==> src/sv/abmm_pkg.sv <==
// ----------------------------------------------------------------------------
// abmm_pkg
// Types and constants shared by the angle batch mean, minimum and maximum block.
// ----------------------------------------------------------------------------
package abmm_pkg;

	localparam int ANGLE_W = 9;
	localparam int TIME_W  = 48;

	// A raw difference of two 9-bit angles spans -511..511.
	localparam int DIFF_W = 11;
	localparam logic signed [DIFF_W-1:0] HALF_TURN     = 11'sd180;
	localparam logic signed [DIFF_W-1:0] NEG_HALF_TURN = -11'sd180;
	localparam logic signed [DIFF_W-1:0] FULL_TURN     = 11'sd360;

	// Mean before wrapping spans -180..691.
	localparam int MEAN_W = 12;
	localparam logic signed [MEAN_W-1:0] MEAN_TURN = 12'sd360;

	typedef struct packed {
		logic take;   // a sample transfer happens this cycle
		logic prep;   // load the divider from the closed batch
		logic step;   // one restoring division step
		logic load;   // move the finished result into the output register
	} abmm_cmd_t;

	typedef struct packed {
		logic in_valid;
		logic in_last;
		logic out_ready;
	} abmm_sts_t;

endpackage

==> src/sv/abmm_ifs.sv <==
// ----------------------------------------------------------------------------
// abmm_sample_if / abmm_result_if
// Valid/ready channels for incoming samples and outgoing batch results.
// ----------------------------------------------------------------------------
interface abmm_sample_if;
	import abmm_pkg::*;

	logic              valid;
	logic              ready;
	logic [ANGLE_W-1:0] angle_deg;
	logic [TIME_W-1:0]  arrival_time;
	logic              last;

	modport source (output valid, output angle_deg, output arrival_time, output last,
		input ready);
	modport sink (input valid, input angle_deg, input arrival_time, input last,
		output ready);
endinterface

interface abmm_result_if;
	import abmm_pkg::*;

	logic               valid;
	logic               ready;
	logic [ANGLE_W-1:0] mean_angle;
	logic [ANGLE_W-1:0] min_angle;
	logic [ANGLE_W-1:0] max_angle;
	logic [TIME_W-1:0]  final_time;

	modport source (output valid, output mean_angle, output min_angle, output max_angle,
		output final_time, input ready);
	modport sink (input valid, input mean_angle, input min_angle, input max_angle,
		input final_time, output ready);
endinterface

==> src/sv/abmm_ctrl.sv <==
// ----------------------------------------------------------------------------
// abmm_ctrl
// Sequencer: accumulates samples, runs the divider, hands off the result.
// ----------------------------------------------------------------------------
module abmm_ctrl #(
	parameter int SUM_W = 21
) (
	input  logic             clk,
	input  logic             arst_n,
	input  abmm_pkg::abmm_sts_t sts,
	output abmm_pkg::abmm_cmd_t cmd,
	output logic             in_ready,
	output logic             out_valid
);
	import abmm_pkg::*;

	localparam int STEP_W = (SUM_W > 1) ? $clog2(SUM_W) : 1;
	localparam logic [STEP_W-1:0] LAST_STEP = STEP_W'(SUM_W - 1);

	typedef enum logic [1:0] {
		ST_ACCUM,
		ST_PREP,
		ST_DIVIDE,
		ST_FINISH
	} state_t;

	state_t            state_q;
	logic [STEP_W-1:0] step_q;
	logic              in_ready_q;
	logic              out_valid_q;

	always_comb begin
		cmd.take = sts.in_valid && in_ready_q;
		cmd.prep = (state_q == ST_PREP);
		cmd.step = (state_q == ST_DIVIDE);
		cmd.load = (state_q == ST_FINISH) && (!out_valid_q || sts.out_ready);
	end

	always_ff @(posedge clk or negedge arst_n) begin
		if (!arst_n) begin
			state_q     <= ST_ACCUM;
			step_q      <= '0;
			in_ready_q  <= 1'b1;
			out_valid_q <= 1'b0;
		end else begin
			// The output register drains independently of the sequencer.
			if (cmd.load) begin
				out_valid_q <= 1'b1;
			end else if (sts.out_ready) begin
				out_valid_q <= 1'b0;
			end

			unique case (state_q)
				ST_ACCUM: begin
					if (cmd.take && sts.in_last) begin
						state_q    <= ST_PREP;
						in_ready_q <= 1'b0;
					end
				end
				ST_PREP: begin
					state_q <= ST_DIVIDE;
					step_q  <= '0;
				end
				ST_DIVIDE: begin
					if (step_q == LAST_STEP) begin
						state_q <= ST_FINISH;
					end else begin
						step_q <= step_q + 1'b1;
					end
				end
				ST_FINISH: begin
					if (cmd.load) begin
						state_q    <= ST_ACCUM;
						in_ready_q <= 1'b1;
					end
				end
				default: begin
					state_q <= ST_ACCUM;
				end
			endcase
		end
	end

	assign in_ready  = in_ready_q;
	assign out_valid = out_valid_q;

endmodule

==> src/sv/abmm_dpath.sv <==
// ----------------------------------------------------------------------------
// abmm_dpath
// Batch accumulators, restoring divider and result register.
// ----------------------------------------------------------------------------
module abmm_dpath #(
	parameter int MAX_SAMPLES = 4096,
	parameter int SUM_W       = 21
) (
	input  logic                         clk,
	input  logic                         arst_n,
	input  abmm_pkg::abmm_cmd_t          cmd,
	input  logic [abmm_pkg::ANGLE_W-1:0] angle_deg,
	input  logic [abmm_pkg::TIME_W-1:0]  arrival_time,
	input  logic                         last,
	output logic [abmm_pkg::ANGLE_W-1:0] mean_angle,
	output logic [abmm_pkg::ANGLE_W-1:0] min_angle,
	output logic [abmm_pkg::ANGLE_W-1:0] max_angle,
	output logic [abmm_pkg::TIME_W-1:0]  final_time
);
	import abmm_pkg::*;

	localparam int CNT_W = $clog2(MAX_SAMPLES + 1);
	localparam logic [CNT_W-1:0] MAX_CNT = CNT_W'(MAX_SAMPLES);

	logic                    open_q;
	logic [ANGLE_W-1:0]      ref_q;
	logic signed [SUM_W-1:0] sum_q;
	logic [CNT_W-1:0]        cnt_q;
	logic [ANGLE_W-1:0]      lo_q;
	logic [ANGLE_W-1:0]      hi_q;
	logic [TIME_W-1:0]       time_q;

	logic [CNT_W-1:0] rem_q;
	logic [SUM_W-1:0] dvd_q;
	logic             neg_q;

	logic [ANGLE_W-1:0] mean_q;
	logic [ANGLE_W-1:0] min_q;
	logic [ANGLE_W-1:0] max_q;
	logic [TIME_W-1:0]  ftime_q;

	// Accumulation path
	logic [ANGLE_W-1:0]      ref_eff;
	logic signed [SUM_W-1:0] sum_eff;
	logic [CNT_W-1:0]        cnt_eff;
	logic [ANGLE_W-1:0]      lo_eff;
	logic [ANGLE_W-1:0]      hi_eff;
	logic signed [DIFF_W-1:0] diff_raw;
	logic signed [DIFF_W-1:0] diff_wrap;
	logic                    room;

	always_comb begin
		ref_eff = open_q ? ref_q : angle_deg;
		sum_eff = open_q ? sum_q : '0;
		cnt_eff = open_q ? cnt_q : '0;
		lo_eff  = open_q ? lo_q  : angle_deg;
		hi_eff  = open_q ? hi_q  : angle_deg;
		room    = (cnt_eff < MAX_CNT);

		diff_raw = $signed({2'b00, angle_deg}) - $signed({2'b00, ref_eff});
		priority if (diff_raw > HALF_TURN) begin
			diff_wrap = diff_raw - FULL_TURN;
		end else if (diff_raw < NEG_HALF_TURN) begin
			diff_wrap = diff_raw + FULL_TURN;
		end else begin
			diff_wrap = diff_raw;
		end
	end

	always_ff @(posedge clk or negedge arst_n) begin
		if (!arst_n) begin
			open_q <= 1'b0;
		end else if (cmd.take) begin
			open_q <= !last;
		end
	end

	always_ff @(posedge clk) begin
		if (cmd.take) begin
			ref_q <= ref_eff;
			if (room) begin
				sum_q <= sum_eff + {{(SUM_W-DIFF_W){diff_wrap[DIFF_W-1]}}, diff_wrap};
				cnt_q <= cnt_eff + 1'b1;
				lo_q  <= (angle_deg < lo_eff) ? angle_deg : lo_eff;
				hi_q  <= (angle_deg > hi_eff) ? angle_deg : hi_eff;
			end else begin
				sum_q <= sum_eff;
				cnt_q <= cnt_eff;
				lo_q  <= lo_eff;
				hi_q  <= hi_eff;
			end
			if (last) begin
				time_q <= arrival_time;
			end
		end
	end

	// Restoring division of |sum| by the count, one quotient bit per step.
	// Quotient bits shift into the low end of the dividend register.
	logic [CNT_W:0] trial;
	logic           fits;

	always_comb begin
		trial = {rem_q, dvd_q[SUM_W-1]};
		fits  = (trial >= {1'b0, cnt_q});
	end

	always_ff @(posedge clk) begin
		if (cmd.prep) begin
			rem_q <= '0;
			dvd_q <= sum_q[SUM_W-1] ? $unsigned(-sum_q) : $unsigned(sum_q);
			neg_q <= sum_q[SUM_W-1];
		end else if (cmd.step) begin
			rem_q <= fits ? CNT_W'(trial - {1'b0, cnt_q}) : trial[CNT_W-1:0];
			dvd_q <= {dvd_q[SUM_W-2:0], fits};
		end
	end

	// The quotient magnitude never exceeds a half turn, so nine bits hold it.
	logic signed [MEAN_W-1:0] quot_s;
	logic signed [MEAN_W-1:0] mean_raw;
	logic signed [MEAN_W-1:0] mean_wrap;

	always_comb begin
		quot_s   = neg_q ? -$signed({3'b000, dvd_q[ANGLE_W-1:0]})
		                 : $signed({3'b000, dvd_q[ANGLE_W-1:0]});
		mean_raw = $signed({3'b000, ref_q}) + quot_s;
		priority if (mean_raw[MEAN_W-1]) begin
			mean_wrap = mean_raw + MEAN_TURN;
		end else if (mean_raw >= MEAN_TURN) begin
			mean_wrap = mean_raw - MEAN_TURN;
		end else begin
			mean_wrap = mean_raw;
		end
	end

	always_ff @(posedge clk) begin
		if (cmd.load) begin
			mean_q  <= mean_wrap[ANGLE_W-1:0];
			min_q   <= lo_q;
			max_q   <= hi_q;
			ftime_q <= time_q;
		end
	end

	assign mean_angle = mean_q;
	assign min_angle  = min_q;
	assign max_angle  = max_q;
	assign final_time = ftime_q;

endmodule

==> src/sv/angle_batch_mean_min_max.sv <==
// ----------------------------------------------------------------------------
// angle_batch_mean_min_max
// Circular mean, minimum and maximum of a batch of angle-of-arrival samples.
// ----------------------------------------------------------------------------
// Samples enter on the sample channel, one transfer per cycle while ready is
// high; the first sample of a batch is the reference and last closes it.
// Samples without last leave ready high. After the transfer of a last
// sample, ready drops while a restoring divider forms the mean one quotient
// bit per cycle; the result register is loaded from the finish state that
// follows the division, and ready rises again with it. The divider runs
// over the SUM_W bits of the sum; SUM_W grows with log2(MAX_SAMPLES).
// The result channel has its own output register, so a new batch streams in
// while a finished result waits. If the receiver still holds the previous
// result when the next division ends, the block keeps ready low and waits
// until that result is taken. Samples beyond MAX_SAMPLES in one batch are not
// counted, though a last flag on them still closes the batch.
// Reset clears the sequencer, the open-batch flag and the result valid flag;
// the block comes out of reset ready for the first sample of a batch.
// ----------------------------------------------------------------------------
module angle_batch_mean_min_max #(
	parameter int MAX_SAMPLES = 4096
) (
	input  logic          clk,
	input  logic          arst_n,
	abmm_sample_if.sink   sample,
	abmm_result_if.source result
);
	import abmm_pkg::*;

	localparam int SUM_RAW_W = $clog2(180 * MAX_SAMPLES + 1) + 1;
	localparam int SUM_W     = (SUM_RAW_W > DIFF_W) ? SUM_RAW_W : DIFF_W;

	abmm_cmd_t cmd;
	abmm_sts_t sts;

	always_comb begin
		sts.in_valid  = sample.valid;
		sts.in_last   = sample.last;
		sts.out_ready = result.ready;
	end

	abmm_ctrl #(
		.SUM_W(SUM_W)
	) u_ctrl (
		.clk      (clk),
		.arst_n   (arst_n),
		.sts      (sts),
		.cmd      (cmd),
		.in_ready (sample.ready),
		.out_valid(result.valid)
	);

	abmm_dpath #(
		.MAX_SAMPLES(MAX_SAMPLES),
		.SUM_W      (SUM_W)
	) u_dpath (
		.clk         (clk),
		.arst_n      (arst_n),
		.cmd         (cmd),
		.angle_deg   (sample.angle_deg),
		.arrival_time(sample.arrival_time),
		.last        (sample.last),
		.mean_angle  (result.mean_angle),
		.min_angle   (result.min_angle),
		.max_angle   (result.max_angle),
		.final_time  (result.final_time)
	);

endmodule

==> src/flat_wrapper.sv <==
// flat-port wrapper written by rule: the top's interface ports become plain ports
module angle_batch_mean_min_max_flat import abmm_pkg::*;
#(
	parameter int MAX_SAMPLES = 4096
)
  (clk, arst_n, sample_valid, sample_angle_deg, sample_arrival_time, sample_last, sample_ready, result_valid, result_mean_angle, result_min_angle, result_max_angle, result_final_time, result_ready);
  abmm_sample_if sample_i ();
  abmm_result_if result_i ();
  input  logic clk;
  input  logic arst_n;
  input wire logic [$bits(sample_i.valid)-1:0] sample_valid;
  input wire logic [$bits(sample_i.angle_deg)-1:0] sample_angle_deg;
  input wire logic [$bits(sample_i.arrival_time)-1:0] sample_arrival_time;
  input wire logic [$bits(sample_i.last)-1:0] sample_last;
  output wire logic [$bits(sample_i.ready)-1:0] sample_ready;
  output wire logic [$bits(result_i.valid)-1:0] result_valid;
  output wire logic [$bits(result_i.mean_angle)-1:0] result_mean_angle;
  output wire logic [$bits(result_i.min_angle)-1:0] result_min_angle;
  output wire logic [$bits(result_i.max_angle)-1:0] result_max_angle;
  output wire logic [$bits(result_i.final_time)-1:0] result_final_time;
  input wire logic [$bits(result_i.ready)-1:0] result_ready;
  assign sample_i.valid = sample_valid;
  assign sample_i.angle_deg = sample_angle_deg;
  assign sample_i.arrival_time = sample_arrival_time;
  assign sample_i.last = sample_last;
  assign sample_ready = sample_i.ready;
  assign result_valid = result_i.valid;
  assign result_mean_angle = result_i.mean_angle;
  assign result_min_angle = result_i.min_angle;
  assign result_max_angle = result_i.max_angle;
  assign result_final_time = result_i.final_time;
  assign result_i.ready = result_ready;
  angle_batch_mean_min_max #(.MAX_SAMPLES(MAX_SAMPLES)) u_core (.clk(clk), .arst_n(arst_n), .sample(sample_i), .result(result_i));
endmodule
==> config.mk <==
export PLATFORM = sky130hd
export DESIGN_NAME = angle_batch_mean_min_max_flat
export DESIGN_NICKNAME = d
export VERILOG_FILES = /design/src/sv/abmm_pkg.sv /design/src/sv/abmm_ifs.sv /design/src/sv/abmm_ctrl.sv /design/src/sv/abmm_dpath.sv /design/src/sv/angle_batch_mean_min_max.sv /design/src/flat_wrapper.sv
export SDC_FILE = /design/constraint.sdc
export NUM_CORES = 1
export LEC_CHECK = 0
export BUFFER_PORTS_ARGS = -buffer_cell sky130_fd_sc_hd__buf_2
export CAP_MARGIN = 10
export CORE_ASPECT_RATIO = 1.75
export CORE_UTILIZATION = 40
export CTS_CLUSTER_SIZE = 40
export DETAILED_ROUTE_END_ITERATION = 8
export PLACE_DENSITY = 0.6
export SYNTH_ARGS = -nofsm -noshare
export SYNTH_HDL_FRONTEND = slang
export SYNTH_SLANG_ARGS = --single-unit
==> constraint.sdc <==
create_clock -name clk -period 17.2 [get_ports clk]
set_clock_uncertainty 0.05 [all_clocks]
set_input_delay 1.72 -clock clk [delete_from_list [all_inputs] [get_ports clk]]
set_output_delay 1.72 -clock clk [all_outputs]
set_load 0.005 [all_outputs]
==> results by group, run 1 <==
Run status
  – Run status: finished clean

Die
  – Standard-cell rows: 85
  – Die width: 136 um
  – Core Area: 30700 sq um
  – Die Y: 236 um
  – Total die area: 31900 sq um
  – Io pins: 139
  – Starting density of the core: 0.406

Final layout
  – Share of layout cells above drive strength 1: 0.170
  – Commonest non-fill, non-tap cells in the layout: edfxtp_1 (206), buf_2 (138), nor2_1 (96)
  – Design Area, Final: 14400 sq um
  – Final nets: 1374
  – Most common cell after layout, fill and taps aside: edfxtp_1
  – Layout area overhead: 15.1%
  – Antenna diodes: 0

Placement
  – Port Buffer Count: 138
  – Post-DP Area: 13600 sq um
  – Final Wtd Congestion: 0.841
  – DP Wirelength: 20.3 mm

STA
  – RSZ-0062 raised after global routing: no
  – Fmax: 0.150 GHz
  – Relative slew slack: 0.262
  – Minimum clock period: 6.67 ns
  – Final hold vios: 0
  – Fin Setup TNS: 0 ns
  – Final Max Tran Viols: 0
  – Period utilization: 0.388
  – Final setup vio count: 0
  – Worst Tran Pin Value: 1.10 ns

Clock network
  – Clk sinks: 229
  – H-tree lvl count: 1
  – Cts hold-fix bufs: 0
  – TritonCTS clock tree: done
  – Num CTS Buffers: 23
  – CTS max path bufs: 3
  – Post-CTS sizing: 0
  – Worst-path clk slew: 0.07 ns
  – Worst skew pair latency: 0.52 ns
  – Post CTS Setup Buffer Count: 0
  – Clock Tree Root: clkbuf_16

Detailed routing
  – Drt pass-1 iters: 5
  – 1st-iter DRT viols: 377
  – Via/cell ratio: 5.29
  – Via count: 8628
  – Antenna viol nets, final: 0
  – Wire per inst: 16.5 um
  – Residual DRC count: 0
  – Post-Route WL: 27.0 mm

Critical path
  – Critical Path AT: 6.89 ns
  – CP endpoint kind: register
  – Crit path from: sample_angle_deg[1]
  – Reg2reg start: u_core.u_dpath.open_q
  – CP Class: in2reg
  – CP max FO: 10
  – Required @ worst endpoint: 17.41 ns
  – Startpoint Class: primary input

Synthesis
  – Post-synth top flop: edfxtp_1
  – Sequential share of the synthesized area: 0.537
  – Post-synth EDFFs: 206
  – Mapped Nets: 1236
  – Ys async rst share: 0.0437
  – Netlist cell types: 78
  – Mapped Area: 12500 sq um
  – Mapped Cells: 1086
  – Register bit total from synthesis: 229
  – Syn Area/Cell: 11.5 sq um
  – Synth warn: 0

Power
  – Tot Pwr: 1.28 mW
  – VDD IR-drop max: 0.126 mV
  – PD cells: 89.2 nW/um^2
  – Static leakage: 5.54 nW

Min path
  – Tightest Hold Check Type: reg2reg
  – HP Start: u_core.u_dpath.time_q[15]

Global routing
  – Number of global-route vias before repair: 8438
  – Global-route wire length before repair: 42.7 mm
  – GR Overflow Total: 0
  – GRT Total Usage: 0.169
  – Pin count of the biggest net entering global routing: 77
  – Initial antenna violation count: 0

Run
  – Max-cap violation count: 0
==> sequential cells by signal (all words and copies together), names as in the netlist <==
signal	cells
u_core.u_dpath.lo_q	9
u_core.u_dpath.cnt_q	13
u_core.u_dpath.neg_q	1
u_core.u_dpath.ref_q	9
u_core.u_dpath.mean_angle	9
u_core.u_dpath.dvd_q	21
u_core.u_dpath.final_time	48
u_core.u_dpath.max_angle	9
u_core.u_ctrl.in_ready	1
u_core.u_dpath.rem_q	13
u_core.u_dpath.time_q	48
u_core.u_dpath.sum_q	21
u_core.u_dpath.min_angle	9
u_core.u_ctrl.out_valid	1
u_core.u_ctrl.step_q	5
u_core.u_dpath.hi_q	9
u_core.u_ctrl.state_q	2
u_core.u_dpath.open_q	1
==> kinds of logic (layout without fill, tap and decap cells) <==
group,Yosys count,after routing,share of synthesized area
compound gates,267,267,0.143
xor+xnor,81,81,0.0575
simple gates,294,294,0.116
buf+inv,93,247,0.0287
flops,229,229,0.537
fa+ha+maj,88,88,0.0907
mux,34,34,0.0278
==> worst max-delay path, stage by stage <==
cell and delay, ns:
buf_2 0.15, inv_1 0.08, nor2_1 0.17, a21oi_1 0.12, fa_1 0.48, a211oi_2 0.28, o21ai_0 0.16, a31oi_2 0.27
xor2_1 0.33, nand2_1 0.15, o211ai_1 0.45, and2_1 0.46, ha_1 0.35, or2_2 0.32, a21oi_1 0.19, nor3_1 0.07
a21oi_1 0.19, a311o_1 0.28, o31ai_1 0.11, and3_1 0.20, o311ai_1 0.26, o31ai_1 0.11
==> cell usage after synthesis, types with 5 or more instances <==
cell type | number | area, sq um
a211oi_1 | 18 | 135
a21o_1 | 20 | 150
a21oi_1 | 84 | 420
a31oi_1 | 6 | 37.5
and2_1 | 35 | 219
clkbuf_1 | 24 | 90.1
dfrtp_1 | 9 | 225
dfxtp_1 | 13 | 260
edfxtp_1 | 206 | 6190
ha_1 | 84 | 1050
inv_1 | 63 | 236
mux2_2 | 5 | 56.3
mux2i_1 | 29 | 290
nand2_1 | 62 | 233
nand2b_1 | 9 | 56.3
nand3_1 | 11 | 55.1
nand4_1 | 9 | 56.3
nor2_1 | 96 | 360
nor2b_1 | 7 | 43.8
nor3_1 | 20 | 100
o21a_1 | 13 | 97.6
o21ai_0 | 47 | 235
o31a_1 | 5 | 43.8
o31ai_1 | 13 | 97.6
o41ai_1 | 7 | 61.3
or2_2 | 7 | 43.8
or3_1 | 15 | 93.8
xnor2_1 | 44 | 385
xor2_1 | 36 | 315
==> path summary, 6_finish.rpt <==
path	to	slack, ns	depth (start not counted)
worst max-delay path	u_core.u_dpath.sum_q[20]	10.53	22
worst min-delay path	u_core.u_dpath.final_time[15]	0.36	0
worst max register to register	u_core.u_dpath.sum_q[20]	11.06	22
worst min register to register	u_core.u_dpath.final_time[15]	0.36	0
max in group asynchronous	u_core.u_ctrl.in_ready	15.83	1
min in group asynchronous	u_core.u_ctrl.state_q[1]	1.00	1
==> layer usage <==
layer  part of all wire  track usage  up-vias
met3              0.046       0.0241       45
met4              0.038       0.0769        0
met1               0.38        0.179     4087
li1                   -            -     4291
met2               0.53        0.322      205
met5                  0            0        -
==> cell type report <==
type	instances	area, sq um
Tap cell	391	489
Multi-Input combinational cell	764	5430
Sequential cell	229	6700
Fill cell	2811	16400
Clock buffer	25	583
Clock inverter	16	196
Inverter	63	236
Timing Repair Buffer	143	728
==> through the flow <==
stage | hold WS [ns] | instances | setup WS [ns] | utilization
final | 0.365 | 1631 | 10.53 | 0.467
after global routing | 0.375 | 1631 | 10.00 | 0.467
after CTS | 0.367 | 1631 | 10.52 | 0.467
after detailed placement | 0.355 | 1590 | 10.0 | 0.442
after global placement | 0.350 | 1590 | 10.12 | 0.442
after floorplan | 0.350 | 1086 | 10.96 | -
==> power breakdown <==
part | leakage, nW | switching (mW) | internal [mW]
combinational | 3.11 | 0.0887 | 0.0644
clock | 0.364 | 0.224 | 0.296
sequential | 2.06 | 0.00000000000000000705 | 0.607
total | 5.54 | 0.313 | 0.968
Note: power is estimated with default switching activity, not from simulation.
==> run 2: changes to the inputs <==
- PLACE_DENSITY: 0.6 -> 0.62
- clock period: 17.2 -> 6.04 ns (I/O delays scaled with it)
==> run 2 against run 1 <==
  * Cell area up 0.61%
  * Core utilization up 0.28 points
  * Hold slack worse by 0.15 ns
  * Flip-flop and latch count unchanged
  * Clock power rose to 2.8 times the previous value
  * Final cell count grew 0.43%
  * Via count rose by 0.95%
  * Register-to-register slack worse by 11 ns
  * Largest cell class unchanged
  * Total power rose to 2.9 times the previous value
  * Combinational power rose to 2.9 times the previous value
  * Global-route usage about the same
  * Setup slack worse by 10 ns
==> results by group, run 2 (synthesized netlist as in run 1, its figures left out) <==
Critical path
  – Flop-to-flop setup slack: 0.42 ns (-10.64 ns)
  – Critical Path AT: 5.83 ns (-1.06 ns)
  – Cell repeated most along the worst path: a21oi_1
  – Startpoint Class: register
  – CP top delay family: compound AO/OA/AOI/OAI gates
  – Slowest stage delay, CP: 0.44 ns (-0.04 ns)
  – R2R Path End: u_core.u_dpath.sum_q[20]
  – Crit-path cells: buf_6, nor2_1, a21oi_1, ha_1, or2_2, o31a_1, xor2_1, inv_1, a21oi_1, a21oi_1, o21ai_0, nand2_1, o22ai_1, xnor2_1, ha_1, a211oi_1, o21a_1, nor3_1, a21oi_1, a311o_1, o31ai_2, a21oi_1, o311ai_1, o31ai_1
  – Max stage delay cell, worst path: dfrtp_2
  – CP endpoint kind: register
  – CP Class: reg2reg
  – Reg2reg start: u_core.u_dpath.open_q
  – Reg2Reg Depth: 24 (+9.1%)
  – CP max FO: 28 (+18)
  – Required @ worst endpoint: 6.25 ns (-11.16 ns)
  – Buffers and inverters on the worst path: 2 (unchanged)

Min path
  – HP Start: sample_arrival_time[11]
  – Worst hold path depth: 1 (+1)
  – Tightest Hold Check Type: in2reg
  – Hold Path End: u_core.u_dpath.time_q[11]

Global routing
  – Number of global-route vias before repair: 8513 (+0.89%)
  – Initial antenna violation count: 0 (unchanged)
  – GRT Total Usage: 0.170 (about the same)
  – Global-route wire length before repair: 42.7 mm (+0.13%)
  – GR Overflow Total: 0 (unchanged)
  – Pin count of the biggest net entering global routing: 77 (unchanged)

Power
  – Static leakage: 5.59 nW (+0.89%)
  – VDD IR-drop max: 0.206 mV (+64%)
  – Clock network power share: 0.404 (-0.002)
  – Seq pwr share: 0.473 (about the same)
  – NetSw: 860 uW (+170%)
  – Internal power: 2.79 mW (+190%)
  – Sw frac: 0.235 (-0.00893)
  – PD cells: 253 nW/um^2 (+180%)
  – Combinational share of power: 0.123 (+0.003)

Run
  – Max-cap violation count: 0 (unchanged)

STA
  – Fmax: 0.178 GHz
  – Worst Tran Pin Value: 1.01 ns (-0.0921 ns)
  – Final Hold Slack: 0.214 ns (-0.151 ns)
  – Minimum clock period: 5.62 ns
  – Relative slew slack: 0.326 (+0.0638)
  – Final setup vio count: 0 (unchanged)
  – Period utilization: 0.930
  – Fin Setup TNS: 0 ns (unchanged)
  – RSZ-0062 raised after global routing: no
  – Final hold vios: 0 (unchanged)
  – Final Max Tran Viols: 0 (unchanged)

Detailed routing
  – Residual DRC count: 0 (unchanged)
  – Post-Route WL: 27.2 mm (+0.67%)
  – Antenna viol nets, final: 0 (unchanged)
  – 1st-iter DRT viols: 389 (+3.2%)
  – Wire per inst: 16.6 um (+0.24%)
  – Drt pass-1 iters: 4 (-1)
  – Via/cell ratio: 5.32 (+0.52%)
  – Via count: 8710 (+0.95%)

Clock network
  – Worst skew pair latency: 0.51 ns (about the same)
  – Clock Tree Root: clkbuf_16
  – H-tree lvl count: 1 (unchanged)
  – Worst-path clk slew: 0.07 ns (about the same)
  – TritonCTS clock tree: done
  – CTS max path bufs: 3 (unchanged)
  – Clk sinks: 229 (unchanged)
  – Num CTS Buffers: 22 (-4.3%)

Die
  – Standard-cell rows: 85 (unchanged)
  – Core Area: 30700 sq um (unchanged)
  – Die Y: 236 um (unchanged)
  – Io pins: 139 (unchanged)
  – Starting density of the core: 0.406 (unchanged)
  – Total die area: 31900 sq um (unchanged)
  – Die width: 136 um (unchanged)

Final layout
  – Register area: 6700 sq um (unchanged)
  – Commonest non-fill, non-tap cells in the layout: edfxtp_1 (206), buf_2 (138), nor2_1 (96)
  – Final nets: 1381 (+0.51%)
  – Layout area overhead: 15.8%
  – Post-route insts no fill: 1638 (+0.43%)
  – Fillers: 2819 (+0.28%)
  – Most common cell after layout, fill and taps aside: edfxtp_1
  – Multi-input gate area: 5460 sq um (+0.55%)
  – Antenna diodes: 0 (unchanged)
  – Share of layout cells above drive strength 1: 0.176 (+0.00546)
  – Final core occ: 0.470 (+0.00285)

Placement
  – DP Wirelength: 20.4 mm (+0.87%)
  – Port Buffer Count: 138 (unchanged)
  – Placed insts: 1596 (+0.38%)
  – Final Wtd Congestion: 0.879 (+4.5%)

Run status
  – Run status: finished clean
run 2: cell types whose count changed in the layout (fill, tap and decap cells not counted), sizes merged:
| cell | change |
|---|---|
| dlygate4sd3 | +1 |
| inv | -4 |
| buf | +7 |
| bufinv | +1 |
| clkbuf | +3 |
| clkinvlp | -1 |
run 2: final cells by class:
class,instances,area share
Clock inverter,12,0.0122
Clock buffer,28,0.0411
Timing Repair Buffer,151,0.0550
Sequential cell,229,0.464
Tap cell,391,0.0339
Multi-Input combinational cell,764,0.378
Inverter,63,0.0164
run 2: per-layer routing:
layer | wire, um | global-route usage | vias to the layer above
li1 | - | - | 4307
met1 | 10200 | 0.175 | 4112
met2 | 14500 | 0.324 | 234
met3 | 1270 | 0.0239 | 57
met4 | 1200 | 0.0844 | 0
met5 | 0 | 0 | -
run 2: repair_timing:
item                                   in CTS  in global routing
gates resized for setup                     0                  6
setup endpoints to repair                   0                  3
setup buffers                               0                  1
endpoints found under the hold margin       9                  0
hold buffers                                1                  0
run 2: per-stage QoR:
stage	power [mW]	cell area [sq um]	setup slack [ns]
after detailed placement	2.21	13600	0.196
after CTS	3.69	14400	0.285
after floorplan	2.09	12500	0.637
after global routing	3.80	14400	0.0411
after global placement	2.20	13600	0.321
final	3.65	14400	0.421
run 2: power by group through the flow:
stage	combinational (mW)	sequential (mW)	clock, mW
2_1_floorplan	0.324	1.76	0
3_5_place_dp	0.442	1.76	0
4_1_cts	0.446	1.73	1.51
5_1_grt	0.502	1.73	1.57
3_3_place_gp	0.435	1.76	0
6_report	0.450	1.73	1.47
run 2: worst max-delay path by stage:
stage / start / end / slack (ns) / depth (start not counted)
after floorplan: u_core.u_dpath.open_q / u_core.u_dpath.sum_q[20] / 0.64 / 25
after global placement: sample_angle_deg[1] / u_core.u_dpath.sum_q[20] / 0.32 / 24
after detailed placement: sample_angle_deg[1] / u_core.u_dpath.sum_q[17] / 0.20 / 24
after CTS: u_core.u_dpath.open_q / u_core.u_dpath.sum_q[17] / 0.29 / 23
after global routing: u_core.u_dpath.open_q / u_core.u_dpath.sum_q[17] / 0.04 / 23
final: u_core.u_dpath.open_q / u_core.u_dpath.sum_q[20] / 0.42 / 24
run 2: worst reg2reg max path, cell delays in order, from the launching register on:
cell and delay (ns):
dfrtp_2 0.44, buf_6 0.24, nor2_1 0.10, a21oi_1 0.20, ha_1 0.32, or2_2 0.31
o31a_1 0.11, xor2_1 0.28, inv_1 0.17, a21oi_1 0.21, a21oi_1 0.13, o21ai_0 0.28
nand2_1 0.18, o22ai_1 0.19, xnor2_1 0.09, ha_1 0.37, a211oi_1 0.11, o21a_1 0.21
nor3_1 0.17, a21oi_1 0.08, a311o_1 0.42, o31ai_2 0.22, a21oi_1 0.09, o311ai_1 0.27
o31ai_1 0.13
==> run 3: changes to the inputs <==
- CORE_UTILIZATION: 40 -> 54
- PLACE_DENSITY: 0.62 -> 0.79
==> run 3 against run 2 <==
  * Setup slack got worse by 0.17 ns
  * Critical path depth fell by 1
  * Non-clock buffer count increased by 3
  * Core utilization grew 16 points
  * Clock power down 15%
  * Critical path type unchanged
  * Sequential power about the same
  * Maximum frequency is 2.9% lower
  * Hold slack gained 0.0093 ns
  * Via count grew 2.0%
  * Flip-flop and latch count is the same
  * Total power shrank 6.1%
==> results by group, run 3 (synthesized netlist as in run 1, its figures left out) <==
Run
  – Max-cap violation count: 0 (unchanged)

Critical path
  – Buffers and inverters on the worst path: 2 (unchanged)
  – Required @ worst endpoint: 6.24 ns (about the same)
  – CP endpoint kind: register
  – CP top delay family: compound AO/OA/AOI/OAI gates
  – Startpoint Class: register
  – Slowest stage delay, CP: 0.45 ns (about the same)
  – Critical Path AT: 5.99 ns (+0.16 ns)
  – Crit-path cells: buf_4, nand2b_1, nand2_1, ha_1, inv_1, fa_1, a211oi_2, o21ai_0, a31oi_2, xor2_1, o311ai_0, a21o_1, and2_1, ha_1, or2_2, a21oi_1, nor3_1, a21oi_1, a311o_1, o31ai_2, and3_1, o311ai_1, o31ai_1
  – Max stage delay cell, worst path: dfrtp_2
  – CP max FO: 6 (-79%)
  – CP Class: reg2reg

Placement
  – DP Worst Slack: 0.171 ns (-0.0250 ns)
  – DP Wirelength: 19.2 mm (-5.9%)
  – Post-DP Area: 13500 sq um (-0.89%)
  – Placed insts: 1504 (-5.8%)
  – Final Wtd Congestion: 0.864 (-1.7%)
  – Port Buffer Count: 138 (unchanged)

Clock network
  – Worst-path clk slew: 0.06 ns (about the same)
  – Worst skew pair latency: 0.51 ns (about the same)
  – Clk sinks: 229 (unchanged)
  – H-tree lvl count: 1 (unchanged)
  – Clock Tree Root: clkbuf_16
  – Num CTS Buffers: 21 (-4.5%)
  – CTS max path bufs: 3 (unchanged)
  – TritonCTS clock tree: done

Final layout
  – Most common cell after layout, fill and taps aside: edfxtp_1
  – Antenna diodes: 0 (unchanged)
  – Layout area overhead: 13.9%
  – Fillers: 1750 (-38%)
  – Final core occ: 0.627 (+0.157)
  – Final nets: 1383 (+0.14%)
  – Share of layout cells above drive strength 1: 0.172 (-0.00321)
  – Design Area, Final: 14200 sq um (-1.7%)
  – Commonest non-fill, non-tap cells in the layout: edfxtp_1 (206), buf_2 (138), nor2_1 (96)
  – Register area: 6700 sq um (unchanged)
  – Multi-input gate area: 5440 sq um (-0.28%)
  – Post-route insts no fill: 1547 (-5.6%)

Detailed routing
  – Antenna viol nets, final: 0 (unchanged)
  – WL met1: 9.96 mm (-2.7%)
  – 1st-iter DRT viols: 517 (+33%)
  – Via count: 8888 (+2.0%)
  – Residual DRC count: 0 (unchanged)
  – WL met3: 1.34 mm (+5.7%)
  – Met2 WL post-DR: 14.3 mm (-0.88%)
  – Via/cell ratio: 5.75 (+8.0%)
  – Max layer used: met4
  – Wire per inst: 17.3 um (+4.0%)
  – Drt pass-1 iters: 5 (+1)
  – Post-Route WL: 26.7 mm (-1.7%)

Die
  – Die Y: 203 um (-14%)
  – Core Area: 22700 sq um (-26%)
  – Starting density of the core: 0.551 (+0.145)
  – Die width: 117 um (-14%)
  – Standard-cell rows: 73 (-14%)
  – Total die area: 23700 sq um (-26%)
  – Io pins: 139 (unchanged)

STA
  – Period utilization: 0.958 (+0.0276)
  – Worst Tran Pin Value: 1.09 ns (+0.0780 ns)
  – Final setup vio count: 0 (unchanged)
  – Setup WS post-layout: 0.254 ns (-0.167 ns)
  – Fmax: 0.173 GHz (-2.9%)
  – Final Max Tran Viols: 0 (unchanged)
  – Minimum clock period: 5.79 ns (+0.167 ns)
  – Final hold vios: 0 (unchanged)
  – Relative slew slack: 0.274 (-0.0520)

Global routing
  – Global-route wire length before repair: 42.9 mm (+0.39%)
  – Pin count of the biggest net entering global routing: 77 (unchanged)
  – Number of global-route vias before repair: 8970 (+5.4%)
  – GRT Total Usage: 0.229 (+0.0595)
  – GR Overflow Total: 0 (unchanged)
  – Initial antenna violation count: 0 (unchanged)

Min path
  – Tightest Hold Check Type: in2reg

Power
  – VDD IR-drop max: 0.161 mV (-22%)
  – Static leakage: 5.54 nW (-0.79%)
  – PD cells: 241 nW/um^2 (-4.5%)

Run status
  – Run status: finished clean
[run 3: cell types whose count changed in the layout (fill, tap and decap cells not counted), moves of 2 or more]
cell / before / now
buf_4: 11 / 15
bufinv_16: 4 / 0
clkbuf_16: 23 / 21
clkbuf_8: 0 / 4
clkinv_1: 1 / 4
clkinvlp_4: 4 / 1
[run 3: final cells by class]
| cell class | count | area share |
|---|---|---|
| flip-flops and latches | 229 | 0.472 |
| multi-input cells | 764 | 0.383 |
| repair buffers | 154 | 0.0572 |
| clock buffers | 29 | 0.0419 |
| well taps | 300 | 0.0264 |
| inverters | 63 | 0.0166 |
| clock inverters | 8 | 0.00326 |
[run 3: worst register-to-register path, cell delays in order (launching register included)]
cell	delay, ns
dfrtp_2	0.45
buf_4	0.18
nand2b_1	0.17
nand2_1	0.10
ha_1	0.18
inv_1	0.06
fa_1	0.41
a211oi_2	0.24
o21ai_0	0.17
a31oi_2	0.28
xor2_1	0.37
o311ai_0	0.22
a21o_1	0.29
and2_1	0.20
ha_1	0.35
or2_2	0.32
a21oi_1	0.21
nor3_1	0.07
a21oi_1	0.23
a311o_1	0.30
o31ai_2	0.08
and3_1	0.20
o311ai_1	0.27
o31ai_1	0.11
[run 3: per-stage QoR]
stage	power, mW	hold slack (ns)	setup TNS (ns)
final	3.43	0.223	0
after global placement	2.18	0.351	0
after global routing	3.55	0.213	-0.113
after CTS	3.44	0.210	0
after floorplan	2.09	0.258	0
after detailed placement	2.19	0.355	0
[run 3: layer usage]
layer,vias to the layer above,GRT usage
met5,-,0
met4,0,0.105
met3,74,0.0313
met2,272,0.435
met1,4230,0.242
li1,4312,-
[run 3: final timing paths]
| check | endpoint | startpoint | slack [ns] | depth (start not counted) |
|---|---|---|---|---|
| setup reg to reg | u_core.u_dpath.sum_q[20] | u_core.u_dpath.open_q | 0.25 | 23 |
| min in group asynchronous | u_core.u_ctrl.step_q[2] | arst_n | 0.46 | 2 |
| setup / recovery | u_core.u_dpath.sum_q[20] | u_core.u_dpath.open_q | 0.25 | 23 |
| max in group asynchronous | u_core.u_ctrl.in_ready | arst_n | 5.20 | 2 |
| hold / removal | u_core.u_dpath.time_q[20] | sample_arrival_time[20] | 0.22 | 1 |
| hold reg to reg | u_core.u_dpath.final_time[9] | u_core.u_dpath.time_q[9] | 0.37 | 0 |
[run 3: power breakdown]
part	leakage (nW)	switching [mW]	internal [mW]
combinational	3.17	0.258	0.192
sequential	2.06	0.0000000000000000183	1.73
clock	0.314	0.560	0.691
[run 3: what timing repair did]
action	CTS	global route
hold buffers	1	0
endpoints found under the hold margin	9	0
setup endpoints to repair	0	5
resized for setup	0	4
buffers inserted	0	5
